--- src/rtl/cpbo_pkg.sv ---
`default_nettype none
package cpbo_pkg;

  localparam int FRAC_BITS = 8;
  localparam int STEP_FRAC = 16;

  localparam int SPD_W   = 16;
  localparam int GAIN_W  = 16;
  localparam int ERR_W   = SPD_W + 1;
  localparam int DIFF_W  = ERR_W + 1;
  localparam int DERIV_W = DIFF_W + GAIN_W - FRAC_BITS + 1;
  localparam int MUL_A_W = DERIV_W;
  localparam int PROD_W  = MUL_A_W + GAIN_W + 1;
  localparam int ACC_W   = PROD_W + 2;
  localparam int CMP_W   = 32;
  localparam int THR_W   = 15;
  localparam int BRK_W   = 14;

  localparam int CFG_IDX_W = 3;

  localparam logic [CFG_IDX_W-1:0] REG_PROP_GAIN  = CFG_IDX_W'(0);
  localparam logic [CFG_IDX_W-1:0] REG_INTEG_GAIN = CFG_IDX_W'(1);
  localparam logic [CFG_IDX_W-1:0] REG_DERIV_GAIN = CFG_IDX_W'(2);
  localparam logic [CFG_IDX_W-1:0] REG_STEP_TIME  = CFG_IDX_W'(3);
  localparam logic [CFG_IDX_W-1:0] REG_INV_STEP   = CFG_IDX_W'(4);
  localparam logic [CFG_IDX_W-1:0] REG_INTEG_LIM  = CFG_IDX_W'(5);

  localparam logic [GAIN_W-1:0] RST_PROP_GAIN  = GAIN_W'(512);
  localparam logic [GAIN_W-1:0] RST_INTEG_GAIN = GAIN_W'(128);
  localparam logic [GAIN_W-1:0] RST_DERIV_GAIN = GAIN_W'(26);
  localparam logic [GAIN_W-1:0] RST_STEP_TIME  = GAIN_W'(6554);
  localparam logic [GAIN_W-1:0] RST_INV_STEP   = GAIN_W'(2560);
  localparam logic [GAIN_W-1:0] RST_INTEG_LIM  = GAIN_W'(25600);

  typedef struct packed {
    logic [GAIN_W-1:0] prop_gain;
    logic [GAIN_W-1:0] integ_gain;
    logic [GAIN_W-1:0] deriv_gain;
    logic [GAIN_W-1:0] step_time;
    logic [GAIN_W-1:0] inv_step_time;
    logic [GAIN_W-1:0] integ_limit;
  } cfg_t;

  typedef struct packed {
    logic [SPD_W-1:0] set_speed;
    logic [SPD_W-1:0] measured_speed;
    logic             cruise_on;
  } in_t;

  typedef struct packed {
    logic [THR_W-1:0] throttle_out;
    logic [BRK_W-1:0] brake_cmd;
    logic             cmd_valid;
  } out_t;

endpackage
`default_nettype wire

--- src/rtl/cpbo_cfg.sv ---
`default_nettype none
module cpbo_cfg (
  input  wire logic                               clk,
  input  wire logic                               rst_n,
  input  wire logic                               cfg_valid,
  input  wire logic [cpbo_pkg::CFG_IDX_W-1:0]     cfg_index,
  input  wire logic [cpbo_pkg::GAIN_W-1:0]        cfg_data,
  output cpbo_pkg::cfg_t                          cfg_o
);
  import cpbo_pkg::*;

  cfg_t cfg_r;

  always_ff @(posedge clk) begin
    if (!rst_n) begin
      cfg_r.prop_gain     <= RST_PROP_GAIN;
      cfg_r.integ_gain    <= RST_INTEG_GAIN;
      cfg_r.deriv_gain    <= RST_DERIV_GAIN;
      cfg_r.step_time     <= RST_STEP_TIME;
      cfg_r.inv_step_time <= RST_INV_STEP;
      cfg_r.integ_limit   <= RST_INTEG_LIM;
    end else if (cfg_valid) begin
      case (cfg_index)
        REG_PROP_GAIN:  cfg_r.prop_gain     <= cfg_data;
        REG_INTEG_GAIN: cfg_r.integ_gain    <= cfg_data;
        REG_DERIV_GAIN: cfg_r.deriv_gain    <= cfg_data;
        REG_STEP_TIME:  cfg_r.step_time     <= cfg_data;
        REG_INV_STEP:   cfg_r.inv_step_time <= cfg_data;
        REG_INTEG_LIM:  cfg_r.integ_limit   <= cfg_data;
        default: ;
      endcase
    end
  end

  assign cfg_o = cfg_r;

endmodule
`default_nettype wire

--- src/rtl/cpbo_mul.sv ---
`default_nettype none
module cpbo_mul (
  input  wire logic                                clk,
  input  wire logic signed [cpbo_pkg::MUL_A_W-1:0] mul_a,
  input  wire logic        [cpbo_pkg::GAIN_W-1:0]  mul_b,
  output logic signed      [cpbo_pkg::PROD_W-1:0]  prod_r
);
  import cpbo_pkg::*;

  logic signed [GAIN_W:0]   b_s;
  logic signed [PROD_W-1:0] prod_nxt;

  assign b_s      = signed'({1'b0, mul_b});
  assign prod_nxt = mul_a * b_s;

  always_ff @(posedge clk) begin
    prod_r <= prod_nxt;
  end

endmodule
`default_nettype wire

--- src/rtl/cpbo_core.sv ---
`default_nettype none
module cpbo_core (
  input  wire logic                                clk,
  input  wire logic                                rst_n,
  input  wire cpbo_pkg::cfg_t                      cfg,
  input  wire logic                                in_valid,
  output logic                                     in_ready,
  input  wire cpbo_pkg::in_t                       in_data,
  output logic                                     out_valid,
  input  wire logic                                out_ready,
  output cpbo_pkg::out_t                           out_data,
  output logic signed [cpbo_pkg::MUL_A_W-1:0]      mul_a,
  output logic        [cpbo_pkg::GAIN_W-1:0]       mul_b,
  input  wire logic signed [cpbo_pkg::PROD_W-1:0]  prod_r
);
  import cpbo_pkg::*;

  typedef enum logic [8:0] {
    S_IDLE = 9'b000000001,
    S_INC  = 9'b000000010,
    S_DIF  = 9'b000000100,
    S_PRP  = 9'b000001000,
    S_INT  = 9'b000010000,
    S_DER  = 9'b000100000,
    S_SUM  = 9'b001000000,
    S_FIN  = 9'b010000000,
    S_OUT  = 9'b100000000
  } state_t;

  localparam logic signed [ACC_W-1:0] THR_MAX  = ACC_W'(100 << FRAC_BITS);
  localparam logic signed [CMP_W-1:0] BRK_TRIP = -CMP_W'(10 << FRAC_BITS);
  localparam logic signed [CMP_W-1:0] BRK_MAX  = CMP_W'(50 << FRAC_BITS);
  localparam logic signed [PROD_W:0]  HALF_STEP = (PROD_W+1)'(1 << (STEP_FRAC - 1));
  localparam logic signed [PROD_W:0]  HALF_FRAC = (PROD_W+1)'(1 << (FRAC_BITS - 1));
  localparam logic signed [ACC_W-1:0] HALF_ACC  = ACC_W'(1 << (FRAC_BITS - 1));

  state_t state_r, state_nxt;

  logic signed [ERR_W-1:0]   err_r, integ_accum_r, last_err_r, integ_r;
  logic signed [DERIV_W-1:0] deriv_r;
  logic signed [ACC_W-1:0]   acc_r;
  out_t                      res_r;
  out_t                      out_r;
  logic                      out_valid_r;

  logic signed [ERR_W-1:0]  err_in;
  logic signed [DIFF_W-1:0] diff;
  logic signed [PROD_W:0]   prod_x, inc_full, der_full;
  logic signed [ERR_W:0]    inc;
  logic signed [ERR_W+1:0]  isum, lim_pos, lim_neg;
  logic signed [ERR_W-1:0]  integ_nxt;
  logic signed [ACC_W-1:0]  prod_acc, thr_full, thr_s, thr_c;
  logic signed [CMP_W-1:0]  err32, brk_raw, brk_c;
  logic                     brake_on;
  logic                     out_free;

  assign in_ready  = (state_r == S_IDLE);
  assign out_valid = out_valid_r;
  assign out_data  = out_r;
  assign out_free  = !out_valid_r || out_ready;

  assign err_in = signed'({1'b0, in_data.set_speed}) - signed'({1'b0, in_data.measured_speed});
  assign diff   = DIFF_W'(err_r) - DIFF_W'(last_err_r);

  assign prod_x   = {prod_r[PROD_W-1], prod_r};
  assign prod_acc = ACC_W'(prod_r);
  assign inc_full = prod_x + HALF_STEP;
  assign inc      = inc_full[STEP_FRAC+ERR_W:STEP_FRAC];
  assign isum     = (ERR_W+2)'(integ_accum_r) + (ERR_W+2)'(inc);
  assign lim_pos  = signed'({3'b000, cfg.integ_limit});
  assign lim_neg  = -lim_pos;

  always_comb begin
    if (isum > lim_pos) begin
      integ_nxt = lim_pos[ERR_W-1:0];
    end else if (isum < lim_neg) begin
      integ_nxt = lim_neg[ERR_W-1:0];
    end else begin
      integ_nxt = isum[ERR_W-1:0];
    end
  end

  assign der_full = prod_x + HALF_FRAC;

  assign thr_full = acc_r + HALF_ACC;
  assign thr_s    = thr_full >>> FRAC_BITS;

  always_comb begin
    if (thr_s < 0) begin
      thr_c = '0;
    end else if (thr_s > THR_MAX) begin
      thr_c = THR_MAX;
    end else begin
      thr_c = thr_s;
    end
  end

  assign err32    = CMP_W'(err_r);
  assign brake_on = (err32 < BRK_TRIP);
  assign brk_raw  = -(err32 <<< 1);
  assign brk_c    = (brk_raw > BRK_MAX) ? BRK_MAX : brk_raw;

  always_comb begin
    mul_a = '0;
    mul_b = '0;
    case (state_r)
      S_INC: begin
        mul_a = MUL_A_W'(err_r);
        mul_b = cfg.step_time;
      end
      S_DIF: begin
        mul_a = MUL_A_W'(diff);
        mul_b = cfg.inv_step_time;
      end
      S_PRP: begin
        mul_a = MUL_A_W'(err_r);
        mul_b = cfg.prop_gain;
      end
      S_INT: begin
        mul_a = MUL_A_W'(integ_r);
        mul_b = cfg.integ_gain;
      end
      S_DER: begin
        mul_a = deriv_r;
        mul_b = cfg.deriv_gain;
      end
      default: ;
    endcase
  end

  always_comb begin
    state_nxt = state_r;
    case (state_r)
      S_IDLE: begin
        if (in_valid) begin
          if (in_data.cruise_on && (in_data.set_speed != '0)) begin
            state_nxt = S_INC;
          end else begin
            state_nxt = S_OUT;
          end
        end
      end
      S_INC: state_nxt = S_DIF;
      S_DIF: state_nxt = S_PRP;
      S_PRP: state_nxt = S_INT;
      S_INT: state_nxt = S_DER;
      S_DER: state_nxt = S_SUM;
      S_SUM: state_nxt = S_FIN;
      S_FIN: state_nxt = S_OUT;
      S_OUT: begin
        if (out_free) begin
          state_nxt = S_IDLE;
        end
      end
      default: state_nxt = S_IDLE;
    endcase
  end

  always_ff @(posedge clk) begin
    if (!rst_n) begin
      state_r       <= S_IDLE;
      out_valid_r   <= 1'b0;
      integ_accum_r <= '0;
      last_err_r    <= '0;
    end else begin
      state_r <= state_nxt;
      if (state_r == S_OUT && out_free) begin
        out_valid_r <= 1'b1;
      end else if (out_ready) begin
        out_valid_r <= 1'b0;
      end
      if (state_r == S_FIN) begin
        integ_accum_r <= integ_r;
        last_err_r    <= err_r;
      end
    end
  end

  always_ff @(posedge clk) begin
    case (state_r)
      S_IDLE: begin
        err_r <= err_in;
        res_r <= '0;
      end
      S_DIF: integ_r <= integ_nxt;
      S_PRP: deriv_r <= der_full[FRAC_BITS+DERIV_W-1:FRAC_BITS];
      S_INT: acc_r   <= prod_acc;
      S_DER: acc_r   <= acc_r + prod_acc;
      S_SUM: acc_r   <= acc_r + prod_acc;
      S_FIN: begin
        res_r.cmd_valid <= 1'b1;
        if (brake_on) begin
          res_r.throttle_out <= '0;
          res_r.brake_cmd    <= brk_c[BRK_W-1:0];
        end else begin
          res_r.throttle_out <= thr_c[THR_W-1:0];
          res_r.brake_cmd    <= '0;
        end
      end
      S_OUT: begin
        if (out_free) begin
          out_r <= res_r;
        end
      end
      default: ;
    endcase
  end

endmodule
`default_nettype wire

--- src/rtl/cruise_pid_with_brake_override.sv ---
// Cruise-control PID with brake override.
// Input channel (in_valid/in_ready/in_data): one control tick per transaction,
// target and measured speed (unsigned Q8.8) plus the cruise_on flag.
// Output channel (out_valid/out_ready/out_data): exactly one result per tick,
// throttle_out, brake_cmd and cmd_valid (0 for a disabled tick).
// Config channel (cfg_valid/cfg_ready/cfg_index/cfg_data): gain and timing
// registers, always ready; unknown indexes are dropped.
// Sequencing: an enabled tick steps from acceptance through S_INC, S_DIF,
// S_PRP, S_INT, S_DER, S_SUM and S_FIN to S_OUT, making five passes through
// the single shared 27x17 multiplier plus setup, clamp and output steps; a
// disabled tick goes straight to S_OUT. No new tick is taken mid-sequence;
// in_ready is high only while the sequencer is idle.
// The result register lets a new tick be accepted while the previous result
// waits; if the receiver stalls, the next result holds in the sequencer until
// the output register frees up.
// Reset (rst_n, synchronous): registers return to defaults, the integral and
// last error clear, and no result is pending.
`default_nettype none
module cruise_pid_with_brake_override (
  input  wire logic                            clk,
  input  wire logic                            rst_n,
  input  wire logic                            in_valid,
  output logic                                 in_ready,
  input  wire cpbo_pkg::in_t                   in_data,
  output logic                                 out_valid,
  input  wire logic                            out_ready,
  output cpbo_pkg::out_t                       out_data,
  input  wire logic                            cfg_valid,
  output logic                                 cfg_ready,
  input  wire logic [cpbo_pkg::CFG_IDX_W-1:0]  cfg_index,
  input  wire logic [cpbo_pkg::GAIN_W-1:0]     cfg_data
);
  import cpbo_pkg::*;

  cfg_t                      cfg;
  logic signed [MUL_A_W-1:0] mul_a;
  logic        [GAIN_W-1:0]  mul_b;
  logic signed [PROD_W-1:0]  prod_r;

  assign cfg_ready = 1'b1;

  cpbo_cfg u_cfg (
    .clk       (clk),
    .rst_n     (rst_n),
    .cfg_valid (cfg_valid),
    .cfg_index (cfg_index),
    .cfg_data  (cfg_data),
    .cfg_o     (cfg)
  );

  cpbo_mul u_mul (
    .clk    (clk),
    .mul_a  (mul_a),
    .mul_b  (mul_b),
    .prod_r (prod_r)
  );

  cpbo_core u_core (
    .clk       (clk),
    .rst_n     (rst_n),
    .cfg       (cfg),
    .in_valid  (in_valid),
    .in_ready  (in_ready),
    .in_data   (in_data),
    .out_valid (out_valid),
    .out_ready (out_ready),
    .out_data  (out_data),
    .mul_a     (mul_a),
    .mul_b     (mul_b),
    .prod_r    (prod_r)
  );

endmodule
`default_nettype wire
--- config.mk ---
export PLATFORM = sky130hd
export DESIGN_NAME = cruise_pid_with_brake_override
export DESIGN_NICKNAME = d
export VERILOG_FILES = /design/src/rtl/cpbo_pkg.sv /design/src/rtl/cpbo_cfg.sv /design/src/rtl/cpbo_mul.sv /design/src/rtl/cpbo_core.sv /design/src/rtl/cruise_pid_with_brake_override.sv
export SDC_FILE = /design/constraint.sdc
export NUM_CORES = 2
export LEC_CHECK = 0
export ABC_AREA = 1
export BUFFER_PORTS_ARGS = -buffer_cell sky130_fd_sc_hd__buf_4
export CAP_MARGIN = 0
export CELL_PAD_IN_SITES_DETAIL_PLACEMENT = 1
export CELL_PAD_IN_SITES_GLOBAL_PLACEMENT = 2
export CORE_MARGIN = 1.5
export CORE_UTILIZATION = 40
export CTS_BUF_LIST = sky130_fd_sc_hd__clkbuf_8
export DETAILED_ROUTE_END_ITERATION = 10
export GPL_TIMING_DRIVEN = 0
export PLACE_DENSITY_LB_ADDON = 0.1
export SYNTH_ARGS = -nofsm -noshare
export SYNTH_HDL_FRONTEND = slang
export SYNTH_SLANG_ARGS = --single-unit
--- constraint.sdc ---
create_clock -name clk -period 9.9 [get_ports clk]
set_input_delay 0.99 -clock clk [delete_from_list [all_inputs] [get_ports clk]]
set_output_delay 0.99 -clock clk [all_outputs]
set_load 0.01 [all_outputs]
Yosys cells after proc, flatten, opt, wreduce, memory -nomap -nowiden
Cells that the tools add are included.
{ "op_classes": {"order_cmp": 6, "n_addsub": 9, "n_reduce_logical": 19, "mul": 1, "n_mux": 16, "n_eq_ne": 16} }
{ "ops": {"columns": ["op", "count"], "rows": [
  ["27-bit one-hot mux with 4 select lines", 1],
  ["46-bit one-hot mux with 2 select lines", 1],
  ["9-bit one-hot mux with 9 select lines", 1],
  ["16-bit one-hot mux with 5 select lines", 1],
  ["30-bit one-hot mux with 2 select lines", 1],
  ["46-bit by 44-bit adder with 46-bit output", 1],
  ["46-bit by 9-bit adder with 46-bit output (second input constant)", 1],
  ["27-bit by 17-bit multiplier with 44-bit output", 1],
  ["38-bit by 16-bit greater-than comparator with 1-bit output (second input constant)", 1],
  ["38-bit by 1-bit < comparator with 1-bit output (second input constant)", 1],
  ["35-bit by 9-bit adder with 35-bit output (second input constant)", 1],
  ["34-bit by 17-bit adder with 34-bit output (second input constant)", 1],
  ["32-bit by 15-bit greater-than comparator with 1-bit output (second input constant)", 1],
  ["18-bit negation with 32-bit output", 1],
  ["15-bit two-way mux", 2],
  ["29-bit two-way mux", 1],
  ["9-bit two-way mux", 3],
  ["17-bit by 18-bit adder with 19-bit output", 1],
  ["19-bit by 17-bit greater-than comparator with 1-bit output", 1],
  ["19-bit < comparator", 1],
  ["16-bit negation with 19-bit output", 1],
  ["17-bit by 17-bit subtractor with 18-bit output", 1],
  ["17-bit by 13-bit < comparator with 1-bit output (second input constant)", 1],
  ["17-bit two-way mux", 1],
  ["other kinds (26)", 40]
]} }
{ "totals": {"wordCells": 89, "regBits": 351, "inputBits": 57, "output_inout_bits": 33} }

Logic depth before layout (Yosys ltp)
{ "depth": {"ltp_word": 6, "ltp_mapped": 39, "depth_no_buf": 38} }

Modules after synthesis
A second synthesis with hierarchy kept.
{ "unflattened": {"hier_cells": 5472, "hier_area_um2": 39763.1} }
{ "modules_own_cells": {"columns": ["module", "area_per_inst_um2", "cells_per_inst", "instances", "seq_area_each_um2"], "rows": [
  ["cpbo_mul", 18048.6, 2448, 1, 880.8],
  ["cpbo_core", 17899.7, 2482, 1, 5835.6],
  ["cpbo_cfg", 3803.6, 540, 1, 1921.8],
  ["cruise_pid_with_brake_override", 11.3, 2, 1, 0.0]
]} }

Worst setup path after synthesis
OpenSTA, ideal clock, no wires.
{ "synth_path": {"path_type": "register to register", "startpoint": "register u_core.err_r[14]", "endpoint": "register u_mul.prod_r[43] in the netlist's numbering", "slack_ns": 2.863, "stages_incl_launch_ff": 32, "arrival_time_ns": 6.966, "n_path_buf": 1, "cell_sequence": "edfxtp_1 ha_1 nand2_1 nor3_1 nand4_1 o211ai_1 nand2_1 nand2_2 nand3_2 buf_2 nand2_1 inv_1 fa_1 inv_1 fa_1 inv_1 fa_1 inv_1 fa_1 inv_1 fa_1 inv_1 fa_1 inv_1 ha_1 inv_1 nor3_1 nand2_1 nor3_1 o21ai_0 nand3_1 xor2_1"} }
{ "synth_via": {"elab_chain_cells": 3} }
{ "synth_rtl": {"columns": ["item", "line", "source"], "rows": [
  ["start: declaration", "cpbo_core.sv:39", "logic signed [ERR_W-1:0] err_r, integ_accum_r, last_err_r, integ_r;"],
  ["start signal: assignment", "cpbo_core.sv:182", "err_r <= err_in;"],
  ["17-bit by 17-bit subtractor with 18-bit output", "cpbo_core.sv:63", "assign diff = DIFF_W'(err_r) - DIFF_W'(last_err_r);"],
  ["27-bit one-hot mux with 4 select lines (*)", "cpbo_core.sv:106", "case (state_r)"],
  ["27-bit by 17-bit multiplier with 44-bit output (*)", "cpbo_mul.sv:14", "assign prod_nxt = mul_a * b_s;"],
  ["via u_mul.prod_nxt[43]", "cpbo_mul.sv:11", "logic signed [PROD_W-1:0] prod_nxt;"],
  ["end signal: assignment", "cpbo_mul.sv:17", "prod_r <= prod_nxt;"],
  ["end: declaration", "cpbo_mul.sv:6", "output logic signed [cpbo_pkg::PROD_W-1:0] prod_r"]
]} }
The timed path passes the listed nets; every way through them passes the cells marked *.
A chain may end at the register's enable or synchronous reset.

Worst setup path after layout
{ "layout_path": {"startpoint": "register u_core.err_r[0]", "endpoint": "register u_mul.prod_r[42] in the netlist's numbering"} }
Same word-level chain as after synthesis.

==> out/results.txt <==
outcome: complete, no violations
detailed-route wire length: 144300 um
R2R Setup Slk: 0.86 ns
Starting DRT DRC Count: 2204
Avg Inst Size Synth: 7.633 sq um
global-route wire length before repair: 220100 um
worst-margin pin slew: 1.443 ns
Crit Path Max Fanout: 9
Placer Congestion: 0.9504
Die ar.: 97890 sq um
vias post-DR: 33999
Rel. slew slack: 3.087%
synthesis-stage register bit count: 349
Cells after Synth: 5032
DR DRC count: 0
DP Cell Count: 6390
fin crit share: 91.31%
met3 GRT Util: 3.249%
Leak: 20.80 nW
Num CTS Buffers: 67
min-delay src: u_core.res_r[12]$_SDFFCE_PN0P_
nature of the critical path endpoint: flip-flop
Required @ worst endpoint: 10.45 ns
worst skew pair latency: 0.69 ns
Main synth FF type: dfxtp_1
sequential cell area fraction in the yosys report: 22.49%
ys async rst share: 0%
Pint: 2.686 mW
CP Class: flip-flop to flip-flop
Hold Path Class: flip-flop to flip-flop
Max Cap Viol: 0
hold path depth: 0
Worst setup SP type: flip-flop
CP max stage delay: 0.59 ns
Peak Freq: 110.6 MHz
CTS tree: yes
count of final hold-check violations: 0
total track usage: 29.84%
Resized Gates After CTS: 0
combinational cell fraction of total power: 16.3%
Worst R2R End: u_mul.prod_r[42]$_DFF_P_
Die Width: 312.9 um
cell area after layout: 42200 sq um
H-Tree Depth: 3
clk_skew: 0.03561 ns
Core Footprint: 95010 sq um
Clock power frac: 40.1%
wire length per cell: 22.14 um
Rows: 113
number of flops mapped to enable cells by yosys: 165
Sw Pwr: 1.214 mW
met2 Resource Use GR: 49.42%
number of global-route vias before repair: 36137
Die Ht: 312.9 um
Critical-path top delay cell: fa_1
R2R depth: 32
post-DP HPWL: 121500 um
Mapped Area: 38410 sq um
worst reg2reg path startpoint: u_core.err_r[0]$_DFFE_PP_
Final Worst Setup Slack: 0.8604 ns
fin nets: 5916
TNS Setup: 0 ns
Worst IR Drop VDD: 0.07604 mV
synth warn: 0
# hold bufs at CTS: 0
post-place setup slack: 0.4514 ns
Setup Viol. Count Final: 0
via-per-instance ratio: 5.216
I/O pin count: 90
DRT Pass-1 Iters: 5
pins over their slew limit: 0
Synth-to-Final Area Change: 9.854%
Period minus WS final: 9.040 ns
postcts setup bufs: 0
met1 usage: 40.97%
Seq pwr share: 43.6%
layout cell share with drive strength beyond 1: 7.412%
worst setup path endpoint: u_mul.prod_r[42]$_DFF_P_
Most Used Layer, Global Route: met2
Post-DRT Antenna Nets: 0
starting density of the core: 40.43%
placed cell area: 40740 sq um
Final Instance Count excl. Fillers: 6518
CTS Sinks: 349
PD cells: 92.43 nW/um^2
RSZ-0062 raised after global routing: no
synth unique cells: 62
CP arrival: 9.58 ns
clock transition at the registers of the reported paths: 0.06 ns
Port Buffers: 86
largest net degree at the start of global routing: 48
Net Count, Synth: 5754
Max Root-Sink Buffers: 3
antenna violations before repair: 3
switching portion of total power: 31.12%
grt ovf: 0
CP startpoint: u_core.err_r[0]$_DFFE_PP_
clk root buf: clkbuf_8
[routing by layer]
| layer | vias up | routed length, um |
|---|---|---|
| met2 | 798 | 66480 |
| met5 | - | 0 |
| met3 | 199 | 6468 |
| met1 | 16982 | 66650 |
| li1 | 16020 | - |
| met4 | 0 | 4721 |
[state kept, by name, indices dropped and copies added (netlist names)]
| register | cells |
|---|---|
| u_cfg.cfg_o | 96 |
| u_core.acc_r | 46 |
| u_mul.prod_r | 44 |
| u_core.out_data | 29 |
| u_core.res_r | 29 |
| u_core.deriv_r | 27 |
| u_core.err_r | 17 |
| u_core.integ_accum_r | 17 |
| u_core.integ_r | 17 |
| u_core.last_err_r | 17 |
| u_core.state_r | 9 |
| u_core.out_valid | 1 |
[worst max-delay path: cells and delay by family, from the launching register on]
family | cells | cell delay (ns)
flip-flops | 1 | 0.44
buffers and inverters | 7 | 0.98
XOR/XNOR | 1 | 0.18
AO/OA/AOI/OAI | 6 | 1.26
AND/OR/NAND/NOR | 9 | 1.70
adder cells (fa/ha/maj) | 9 | 4.33
[power groups by stage]
stage | combinational [mW] | clock [mW] | sequential [mW]
floorplan | 0.390 | 0 | 1.69
global placement | 0.612 | 0 | 1.73
detailed placement | 0.627 | 0 | 1.73
CTS | 0.631 | 1.60 | 1.70
global route | 0.703 | 1.65 | 1.70
finish | 0.637 | 1.56 | 1.70
[placed cells by master, fill, tap and decap left out, drive strengths merged, types with 11 or more instances in the layout]
cell	n
fa	423
a21o	17
a31oi	29
ha	242
xnor2	46
nor2	531
edfxtp	165
or2	18
nor3	64
dfxtp	184
nor4	14
o21a	12
a221oi	13
buf	166
nand4	38
o22ai	19
clkinv	11
o21bai	16
inv	1098
o211ai	16
a21oi	274
xor2	120
nand2	1061
o21ai	297
clkbuf	136
nand3	171
[cells by family after synthesis]
family | Yosys count | synth area share (%)
and+or+nand+nor | 1911 | 20.74
buffers and inverters | 1202 | 12.09
AOI/OAI and AO/OA | 736 | 10.92
adders and majority gates | 665 | 29.93
DFF | 349 | 22.49
xor gates and xnor gates | 166 | 3.785
other | 2 | 0.01955
muxes | 1 | 0.02931
[layout make-up]
cell class	count	area, sq um
Clock inverter	42	320.3
Clock buffer	81	1115
Multi-Input combinational cell	3481	25170
Antenna cell	5	12.51
Timing Repair Buffer	93	718.2
Tap cell	1265	1583
Fill cell	11958	52820
Inverter	1074	4034
Sequential cell	349	8638
Buffer	128	609.3
[synthesized netlist by cell type, drive strengths merged, types with 46 or more instances]
| cell | instances | share of area, % |
|---|---|---|
| inv | 1073 | 10 |
| nand2 | 1061 | 10 |
| nor2 | 531 | 5.4 |
| fa | 423 | 22 |
| o21ai | 297 | 3.9 |
| a21oi | 274 | 3.6 |
| ha | 242 | 7.9 |
| dfxtp | 184 | 9.6 |
| nand3 | 171 | 2.3 |
| edfxtp | 165 | 13 |
| xor2 | 120 | 2.7 |
| buf | 73 | 1.0 |
| nor3 | 64 | 1.0 |
| clkbuf | 55 | 0.54 |
| xnor2 | 46 | 1.0 |
[metrics by stage]
step	util (%)	total power, mW	hold slack, ns
after global routing	44.40	4.061	0.4216
after detailed placement	42.88	2.356	0.4052
final	44.41	3.900	0.4168
after CTS	44.39	3.930	0.4183
after floorplan	-	2.079	0.4003
after global placement	42.77	2.340	0.4002
[worst min path at each step]
stage                                                to  slack, ns
final                     u_core.out_data[12]$_DFFE_PP_       0.42
after global placement    u_core.out_data[29]$_DFFE_PP_       0.40
after CTS                 u_core.out_data[10]$_DFFE_PP_       0.42
after global routing      u_core.out_data[24]$_DFFE_PP_       0.42
after floorplan            u_core.out_data[0]$_DFFE_PP_       0.40
after detailed placement  u_core.out_data[12]$_DFFE_PP_       0.41
No activity file was read; power rests on OpenSTA's default activity.
